File: config.mk
export PLATFORM = sky130hd
export DESIGN_NAME = byte_stuffer_with_xor_check_unit_flat
export DESIGN_NICKNAME = d
export VERILOG_FILES = /design/src/bsx_pkg.sv /design/src/bsx_stream_if.sv /design/src/byte_stuffer_with_xor_check_unit.sv /design/src/flat_wrapper.sv
export SDC_FILE = /design/constraint.sdc
export NUM_CORES = 1
export LEC_CHECK = 0
export ABC_CLOCK_PERIOD_IN_PS = 2900
export BUFFER_PORTS_ARGS = -buffer_cell sky130_fd_sc_hd__buf_2
export CORE_ASPECT_RATIO = 2
export CORE_MARGIN = 2
export CORE_UTILIZATION = 59
export DETAILED_ROUTE_END_ITERATION = 8
export PLACE_DENSITY = 0.79
export SYNTH_ARGS = -nofsm -noshare
export SYNTH_HDL_FRONTEND = slang
export SYNTH_SLANG_ARGS = --single-unit
export TNS_END_PERCENT = 20
File: constraint.sdc
create_clock -name clk_i -period 2.9 [get_ports clk_i]
set_clock_uncertainty 0.05 [all_clocks]
set_input_delay 0.58 -clock clk_i [delete_from_list [all_inputs] [get_ports clk_i]]
set_output_delay 0.58 -clock clk_i [all_outputs]
set_load 0.005 [all_outputs]
File: src/bsx_pkg.sv
// Package of the byte stuffer: escape constants, sequence types and the
// escape function. No dependencies.
`timescale 1ns / 1ps

package bsx_pkg;

  localparam logic [7:0] FlagByte = 8'h7E;
  localparam logic [7:0] EscByte  = 8'h7D;
  localparam logic [7:0] FlagSub  = 8'h5E;
  localparam logic [7:0] EscSub   = 8'h5D;

  // A payload byte and its check byte give at most four output words.
  localparam int unsigned SeqDepth = 4;

  typedef logic [1:0] seq_idx_t;
  typedef logic [2:0] seq_cnt_t;

  typedef struct packed {
    logic       pair;
    logic [7:0] first;
    logic [7:0] second;
  } esc_t;

  function automatic esc_t escape_byte(input logic [7:0] v);
    esc_t e;
    e.pair   = 1'b0;
    e.first  = v;
    e.second = 8'h00;
    if (v == FlagByte) begin
      e.pair   = 1'b1;
      e.first  = EscByte;
      e.second = FlagSub;
    end else if (v == EscByte) begin
      e.pair   = 1'b1;
      e.first  = EscByte;
      e.second = EscSub;
    end
    return e;
  endfunction

endpackage

File: src/bsx_stream_if.sv
// Valid/ready stream interfaces for the byte stuffer's input and output words.
// No dependencies.
`timescale 1ns / 1ps

interface bsx_in_if;
  logic       valid;
  logic       ready;
  logic [7:0] data_byte;
  logic       last_byte;

  modport source (output valid, output data_byte, output last_byte, input ready);
  modport sink   (input valid, input data_byte, input last_byte, output ready);
endinterface

interface bsx_out_if;
  logic       valid;
  logic       ready;
  logic [7:0] out_byte;
  logic       out_last;

  modport source (output valid, output out_byte, output out_last, input ready);
  modport sink   (input valid, input out_byte, input out_last, output ready);
endinterface

File: src/byte_stuffer_with_xor_check_unit.sv
// Channel  | Dir | Payload                 | Handshake
// in_i     | in  | data_byte[7:0], last_byte | valid/ready, word taken when both high
// out_o    | out | out_byte[7:0], out_last   | valid/ready, word taken when both high
//
// An input word expands into one to four output words: one or two for the payload
// byte and, at the end of a frame, one or two for the check byte. One output word
// leaves per cycle while the output is not stalled; plain bytes stream at one a cycle
// when the output is ready. The first output word passes the sequence register and then
// the output register. rst_ni clears the check value and all valid state at once.
// A stalled output holds its word and the input waits until the queued expansion ends.
//
// Depends on bsx_pkg and the stream interfaces in bsx_stream_if.sv.
`timescale 1ns / 1ps

module byte_stuffer_with_xor_check_unit (
  input  logic     clk_i,
  input  logic     rst_ni,
  bsx_in_if.sink   in_i,
  bsx_out_if.source out_o
);
  import bsx_pkg::*;

  // Running XOR of the raw payload bytes of the current frame.
  logic [7:0] acc_q, acc_d;
  logic [7:0] check;

  // Expansion of the word being taken, built in one short combinational pass.
  esc_t       pay_esc, chk_esc;
  logic [7:0] slot_d [SeqDepth];
  seq_cnt_t   cnt_d;
  seq_idx_t   chk_pos;

  // Sequence register: the expansion of one input word, read out one word a cycle while the output register is free.
  logic [7:0] seq_q [SeqDepth];
  seq_cnt_t   seq_cnt_q;
  seq_idx_t   seq_idx_q;
  logic       seq_vld_q;
  logic       seq_eof_q;

  // Output register that separates the sequencer from the downstream stall.
  logic       out_vld_q;
  logic [7:0] out_byte_q;
  logic       out_last_q;

  logic in_take, out_take, out_free, move, seq_at_end, seq_done;

  assign out_take   = out_vld_q & out_o.ready;
  assign out_free   = ~out_vld_q | out_o.ready;
  assign move       = seq_vld_q & out_free;
  assign seq_at_end = (seq_idx_q == seq_idx_t'(seq_cnt_q - 3'd1));
  assign seq_done   = move & seq_at_end;

  // A new word is taken when no expansion is queued or while the previous expansion hands over its final word.
  assign in_i.ready = ~seq_vld_q | seq_done;
  assign in_take    = in_i.valid & in_i.ready;

  assign out_o.valid    = out_vld_q;
  assign out_o.out_byte = out_byte_q;
  assign out_o.out_last = out_last_q;

  // The check byte includes the current payload byte; the accumulator restarts
  // from zero after the last byte of a frame.
  always_comb begin
    check   = acc_q ^ in_i.data_byte;
    acc_d   = in_i.last_byte ? 8'h00 : check;
    pay_esc = escape_byte(in_i.data_byte);
    chk_esc = escape_byte(check);

    for (int i = 0; i < SeqDepth; i++) begin
      slot_d[i] = 8'h00;
    end
    slot_d[0] = pay_esc.first;
    slot_d[1] = pay_esc.second;
    cnt_d     = pay_esc.pair ? 3'd2 : 3'd1;
    chk_pos   = seq_idx_t'(cnt_d);

    // The check byte follows the payload word or its escape pair.
    if (in_i.last_byte) begin
      slot_d[chk_pos] = chk_esc.first;
      if (chk_esc.pair) begin
        slot_d[chk_pos + 2'd1] = chk_esc.second;
      end
      cnt_d = cnt_d + (chk_esc.pair ? 3'd2 : 3'd1);
    end
  end

  always_ff @(posedge clk_i or negedge rst_ni) begin
    if (!rst_ni) begin
      acc_q     <= 8'h00;
      seq_vld_q <= 1'b0;
      seq_cnt_q <= '0;
      seq_idx_q <= '0;
      seq_eof_q <= 1'b0;
    end else begin
      if (in_take) begin
        acc_q     <= acc_d;
        seq_vld_q <= 1'b1;
        seq_cnt_q <= cnt_d;
        seq_idx_q <= '0;
        seq_eof_q <= in_i.last_byte;
      end else if (seq_done) begin
        seq_vld_q <= 1'b0;
      end else if (move) begin
        seq_idx_q <= seq_idx_q + 2'd1;
      end
    end
  end

  always_ff @(posedge clk_i) begin
    if (in_take) begin
      for (int i = 0; i < SeqDepth; i++) begin
        seq_q[i] <= slot_d[i];
      end
    end
  end

  always_ff @(posedge clk_i or negedge rst_ni) begin
    if (!rst_ni) begin
      out_vld_q <= 1'b0;
    end else if (move) begin
      out_vld_q <= 1'b1;
    end else if (out_take) begin
      out_vld_q <= 1'b0;
    end
  end

  // Only the final word of a frame's expansion carries the last mark.
  always_ff @(posedge clk_i) begin
    if (move) begin
      out_byte_q <= seq_q[seq_idx_q];
      out_last_q <= seq_eof_q & seq_at_end;
    end
  end

endmodule

File: src/flat_wrapper.sv
// flat-port wrapper written by rule: the top's interface ports become plain ports
module byte_stuffer_with_xor_check_unit_flat import bsx_pkg::*;
  (clk_i, rst_ni, in_i_valid, in_i_data_byte, in_i_last_byte, in_i_ready, out_o_valid, out_o_out_byte, out_o_out_last, out_o_ready);
  bsx_in_if in_i_i ();
  bsx_out_if out_o_i ();
  input  logic clk_i;
  input  logic rst_ni;
  input wire logic [$bits(in_i_i.valid)-1:0] in_i_valid;
  input wire logic [$bits(in_i_i.data_byte)-1:0] in_i_data_byte;
  input wire logic [$bits(in_i_i.last_byte)-1:0] in_i_last_byte;
  output wire logic [$bits(in_i_i.ready)-1:0] in_i_ready;
  output wire logic [$bits(out_o_i.valid)-1:0] out_o_valid;
  output wire logic [$bits(out_o_i.out_byte)-1:0] out_o_out_byte;
  output wire logic [$bits(out_o_i.out_last)-1:0] out_o_out_last;
  input wire logic [$bits(out_o_i.ready)-1:0] out_o_ready;
  assign in_i_i.valid = in_i_valid;
  assign in_i_i.data_byte = in_i_data_byte;
  assign in_i_i.last_byte = in_i_last_byte;
  assign in_i_ready = in_i_i.ready;
  assign out_o_valid = out_o_i.valid;
  assign out_o_out_byte = out_o_i.out_byte;
  assign out_o_out_last = out_o_i.out_last;
  assign out_o_i.ready = out_o_ready;
  byte_stuffer_with_xor_check_unit u_core (.clk_i(clk_i), .rst_ni(rst_ni), .in_i(in_i_i), .out_o(out_o_i));
endmodule
==> flow_summary.ini, run 1 <==
[floorplanning]
fp-row-count = 34
floorplan.die.height_um = 97.45
die_w_um = 50.73
floorplan.die_area_sq_mm = 0.004943
initial_standard_cell_utilization_of_the_core_pct = 60.56
io-pin-count = 24
coreArea_sq_mm = 0.004254

[synth]
count_of_flip_flops_with_a_built_in_enable_after_synthesis = 36
post_synth_fa_ha_maj_area_fraction_pct = 0.4857
yosysTopAreaCellShare_pct = 41.96
postSynthNetCount = 224
synth.area.top_cells = edfxtp_1 42%, dfrtp_1 15%, mux4_2 5.2%
ys_ff_latch = 51
post_synth_instance_area_sq_mm = 0.002576
synth-async-reset-ratio_pct = 29.41
synthDominantAreaCellType = edfxtp_1
synth-main-ff-cell = edfxtp_1
synth-seq-area-share_pct = 56.53
yosys_warnings = 0
count_of_distinct_cell_types_in_the_synthesized_netlist = 44
synth-compound-area-share_pct = 11.51
synth_simple_gate_area_share_pct = 15.54
syn_area_per_cell_sq_um = 12.27
synthXorXnorAreaFrac_pct = 3.400
multiplexer_share_of_the_synthesized_area_pct = 8.062
main_combinational_cell_family_by_area_after_synthesis = simple AND/OR/NAND/NOR gates
synthesis.instances = 210

[final_layout]
area.growth.synth_to_final_pct = 9.470
post-route-util_pct = 66.29
proportion_of_layout_cells_with_a_drive_suffix_above_1_pct = 23.91
fillCellCount = 333
diodes = 0
final_net_count = 243

[power_and_ir_drop]
total_leakage_power_nw = 1.077
peakVddDrop_mv = 0.5642
report.power.total_mw = 2.699
cellPowerDensity_mw_per_mm2 = 957.0

[worst_setup_path]
critPathCaptureType = output port
worst-path-stages = 4
worst_r2r_path_depth = 6
kind_of_cell_adding_the_most_delay_to_the_critical_path = flip-flops
worstPathMaxFanout = 6
regToRegStartpoint = u_core.seq_cnt_q[1]
critPathArrivalTime_ps = 1690
req_time_crit_path_ps = 2270
timing_worst_setup_path_type = flip-flop to output port
cp_peak_stage_delay_ps = 420
path_cells = xor2_1 > mux2i_1 > o21ai_2 > buf_2
timing.critical_path.from = u_core.seq_cnt_q[1]
crit_path_top_delay_cell = dfrtp_1
worstPathBufferInverterCount = 1
critical_path.startpoint_type = flip-flop

[grt]
overall_track_demand_over_capacity_in_global_routing_pct = 22.93
antenna_found_initial = 0
global_route.overflow_total = 0
grt_max_degree = 28
grt_first_pass_wirelength_um = 8397
vias_in_the_first_global_route = 1702

[clock_network]
clock_tree_from_tritoncts = done
cts.clk_slew.worst_paths_ps = 90
worst_skew_pair.late_latency_ps = 300
cts_buf_count = 5
post_cts_sizing = 0
h-tree-depth = 2
cts-hold-fix-buffers = 0
numClockSinks = 51
cts.repair_timing.setup_buffer_count = 0
clk_root_buf = clkbuf_8
cts-root-to-sink-buffers = 2

[timing]
finalCriticalPeriod_ps = 2315
whs_ps = 136.0
timing.final.crit_share_pct = 79.84
finalSetupViolations = 0
worst_pin_slew_ps = 837.3
final_sum_of_negative_setup_slack_ps = 0
grt_setup_unrepaired = false
report.final.slew_viol_count = 0
finalHoldViolations = 0
fmax_mhz = 431.9
worst_relative_slew_slack_pct = 44.06

[drt]
drt-vias-per-instance = 5.933
vias = 1685
drt_iter0_markers = 45
route.detailed.drc = 0
firstDrtPassIters = 4
routed_wire_length_per_instance_um = 17.73
wirelength_um = 5036
antenna_left = 0

[place]
weighted_congestion_reported_at_the_end_of_routability_driven_placement = 0.8698
port_buffers = 23
dpl.hpwl_um = 3726

[run]
drv_cap = 0

[min_path]
min-delay-path-class = primary input to async pin

[status]
run_status = finished clean
==> synthesized netlist by cell type (6+ instances only) <==
cell,n
edfxtp_1,36
dfrtp_1,15
nor2_1,15
nor2b_1,14
o21ai_0,12
nand2_1,11
o2bb2ai_1,8
xnor2_1,8
clkbuf_1,6
mux4_2,6
==> kinds of logic (layout without fill, tap and decap cells) <==
group / after synthesis / after routing
AND/OR/NAND/NOR: 69 / 69
multiplexers: 13 / 13
AO/OA/AOI/OAI: 44 / 44
XOR/XNOR: 10 / 10
flip-flops: 51 / 51
adder cells (fa/ha/maj): 1 / 1
buffers and inverters: 22 / 42
==> flip-flops by register name (all words and copies together), names as in the netlist <==
signal / cells
u_core.seq_q: 27
u_core.acc_q: 8
u_core.out_o.out_byte: 8
u_core.seq_cnt_q: 2
u_core.seq_idx_q: 2
u_core.out_o.out_last: 1
u_core.out_o.valid: 1
u_core.seq_eof_q: 1
u_core.seq_vld_q: 1
==> worst register-to-register path: cells and delay by family (launching register included) <==
family	cells	cell delay [ps]
xor gates and xnor gates	1	160
buffers and inverters	2	430
muxes	1	200
DFF	1	420
AOI/OAI and AO/OA	1	350
and+or+nand+nor	1	210
==> through the flow <==
stage | instance area, sq um | cells | worst slack [ps]
6_report | 2820 | 284 | 584.7
5_1_grt | 2820 | 284 | 512.7
4_1_cts | 2820 | 284 | 586.2
3_5_place_dp | 2713 | 276 | 491.0
3_3_place_gp | 2713 | 276 | 526.3
2_1_floorplan | 2576 | 210 | 704.0
==> final timing paths <==
| kind | slack, ps | endpoint |
|---|---|---|
| max in group asynchronous | 2370 | u_core.acc_q[3] |
| max reg2reg | 740 | u_core.seq_q[0][1] |
| min in group clk_i | 460 | u_core.seq_q[0][7] |
| min | 140 | u_core.seq_vld_q |
| max | 580 | in_i_ready |
| min reg2reg | 470 | u_core.acc_q[1] |
==> metal layers <==
metal	wire, um	track usage, %	vias up
li1	-	-	796
met3	151	3.846	9
met1	1917	26.72	832
met5	0	0	-
met2	2887	41.50	48
met4	80	7.277	0
==> power by group <==
| group | switching [mW] | internal, mW |
|---|---|---|
| registers | 0.139 | 1.10 |
| clock network | 0.223 | 0.253 |
| logic | 0.529 | 0.451 |
==> cells in the final DEF (no fill, tap or decap), drive strengths merged, types with 3 or more instances in the layout <==
master,instances
nor2b,14
mux4,6
dfrtp,15
xnor2,8
o21ai,13
o21a,5
clkinv,3
o211ai,5
nor2,15
clkbuf,5
buf,29
inv,4
a31oi,5
mux2i,5
edfxtp,36
o2bb2ai,8
nor3,6
a21oi,5
nand2,14
nand2b,5
==> cell type report <==
| class | instances | area (sq um) | share of cell area [%] |
|---|---|---|---|
| multi-input combinational | 137 | 1005 | 35.63 |
| inverter | 5 | 23.77 | 0.8429 |
| tap | 54 | 67.56 | 2.396 |
| clock inverter | 3 | 38.79 | 1.375 |
| timing repair buffer | 29 | 160.2 | 5.679 |
| sequential | 51 | 1456 | 51.64 |
| clock buffer | 5 | 68.82 | 2.440 |
Note: power is estimated with default switching activity, not from simulation.
==> run 2, diff against run 1 <==
- ABC_CLOCK_PERIOD_IN_PS: 2900 -> 2050
- CORE_UTILIZATION: 59 -> 53
- PLACE_DENSITY: 0.79 -> 0.75
- clock period: 2.9 -> 2.05 ns (I/O delays scaled with it)
==> flow_summary.ini, run 2 (synthesis gave the netlist of run 1 again) <==
[worst_setup_path]
worst_r2r_path_depth = 7
crit_path_top_delay_cell = dfrtp_1
critical_path.startpoint_type = flip-flop
rrSetupSlack_ps = 100
critical_path.most_common_cell = buf_6
req_time_crit_path_ps = 1590
critical_path.reg2reg.endpoint = u_core.seq_cnt_q[1]
critPathCaptureType = output port
critPathArrivalTime_ps = 1610
cp_peak_stage_delay_ps = 410
worstPathMaxFanout = 5
regToRegStartpoint = u_core.seq_idx_q[1]
timing_worst_setup_path_type = flip-flop to output port
path_cells = xor2_1 > mux2i_2 > o21ai_2 > buf_6 > buf_6

[power_and_ir_drop]
peakVddDrop_mv = 1.082
cellPowerDensity_mw_per_mm2 = 1393
total_leakage_power_nw = 1.203
report.power.total_mw = 4.272

[min_path]
hold_end = u_core.seq_q[0][7]
min-delay-path-class = primary input to flip-flop
worstHoldPathCells = 2
worstHoldStart = in_i_data_byte[7]

[drt]
routed_wire_length_per_instance_um = 17.06
route.detailed.drc = 0
wirelength_um = 5289
vias = 1780
antenna_left = 0
drt_iter0_markers = 35
firstDrtPassIters = 4
drt-vias-per-instance = 5.742

[clock_network]
cts-root-to-sink-buffers = 2
cts.clk_slew.worst_paths_ps = 110
cts_buf_count = 5
clk_root_buf = clkbuf_8
numClockSinks = 51
worst_skew_pair.late_latency_ps = 310
h-tree-depth = 2
clock_tree_from_tritoncts = done

[timing]
finalSetupViolations = 1
report.final.slew_viol_count = 0
timing.final.crit_share_pct = 101.1
fmax_mhz = 482.7
finalHoldViolations = 0
grt_setup_unrepaired = true
worst_relative_slew_slack_pct = 44.10
whs_ps = 370.1
finalCriticalPeriod_ps = 2072
worst_pin_slew_ps = 836.8
timing.final.ws_setup_ps = -21.75

[grt]
grt_first_pass_wirelength_um = 8804
antenna_found_initial = 0
grt_max_degree = 28
overall_track_demand_over_capacity_in_global_routing_pct = 22.78
vias_in_the_first_global_route = 1785
global_route.overflow_total = 0

[final_layout]
final_cell_area_sq_mm = 0.003068
area.growth.synth_to_final_pct = 19.09
largest_register_ffs = 27
mostFrequentLayoutCells = 36 x edfxtp_1, 29 x buf_4, 22 x buf_2
proportion_of_layout_cells_with_a_drive_suffix_above_1_pct = 32.94
post-route-util_pct = 66.09
diodes = 0
final_net_count = 268
mostFrequentLayoutCell = edfxtp_1
max_flop_register = u_core.seq_q

[floorplanning]
floorplan.die_area_sq_mm = 0.005469
coreArea_sq_mm = 0.004642
io-pin-count = 24
die_w_um = 53.30
fp-row-count = 35
initial_standard_cell_utilization_of_the_core_pct = 55.50
floorplan.die.height_um = 102.6

[run]
drv_cap = 0

[status]
failed_checks = negative setup slack
run_status = complete, but fails checks

[place]
detailed_place.area_sq_mm = 0.002868
dpl.hpwl_um = 3678
weighted_congestion_reported_at_the_end_of_routability_driven_placement = 0.7971
port_buffers = 23
[run 2: worst max path at each step]
stage / from / to / slack [ps] / cells past startpoint
3_3_place_gp: in_i_data_byte[7] / u_core.seq_cnt_q[0] / -40 / 8
5_1_grt: u_core.seq_idx_q[1] / in_i_ready / -70 / 5
4_1_cts: u_core.seq_cnt_q[1] / in_i_ready / -10 / 5
6_report: u_core.seq_idx_q[1] / in_i_ready / -20 / 5
2_1_floorplan: in_i_data_byte[0] / u_core.seq_cnt_q[0] / 20 / 9
3_5_place_dp: in_i_data_byte[7] / u_core.seq_cnt_q[0] / -100 / 10
[run 2: metal layers]
layer | track usage, % | share of wire, % | up-vias
met5 | 0 | 0 | -
met4 | 12.62 | 4.8 | 0
met3 | 3.623 | 3.5 | 16
met2 | 40.17 | 55 | 58
met1 | 25.00 | 37 | 855
li1 | - | - | 851
[run 2: worst max-delay path, delay by kind of cell, from the launching register on]
family                    cells  cell delay, ps
DFF                           1             410
muxes                         1             300
buffers and inverters         2             260
xor gates and xnor gates      1             220
AOI/OAI and AO/OA             1             100
[run 2: cell type report]
cell class	instances	area [sq um]
Sequential cell	51	1456
Clock buffer	5	68.82
Tap cell	55	68.82
Timing Repair Buffer	54	360.3
Multi-Input combinational cell	137	1018
Fill cell	372	1574
Clock inverter	3	67.56
Inverter	5	27.53
[run 2: power by group]
part           leakage, nW  switching [mW]  internal, mW  total [mW]
clock network       0.0644           0.348         0.487       0.834
registers            0.516           0.185          1.56        1.75
logic                0.622           0.834         0.857        1.69
total                 1.20            1.37          2.91        4.27
[run 2: repair_timing]
| action | 4_1_cts | 5_1_grt |
|---|---|---|
| hold endpoints to repair | 15 | 0 |
| endpoints found under the setup margin | 1 | 29 |
| resized for setup | 3 | 3 |
| pin swaps | 2 | 8 |
| hold buffers | 1 | 0 |
| setup buffers | 4 | 1 |
[run 2: per-stage QoR]
| stage | worst slack, ps | setup TNS [ps] | instances |
|---|---|---|---|
| 6_report | -21.75 | -21.75 | 310 |
| 5_1_grt | -66.29 | -66.29 | 310 |
| 4_1_cts | -12.17 | -12.17 | 310 |
| 3_5_place_dp | -97.51 | -120.6 | 297 |
| 3_3_place_gp | -36.68 | -36.68 | 297 |
| 2_1_floorplan | 23.93 | 0 | 210 |
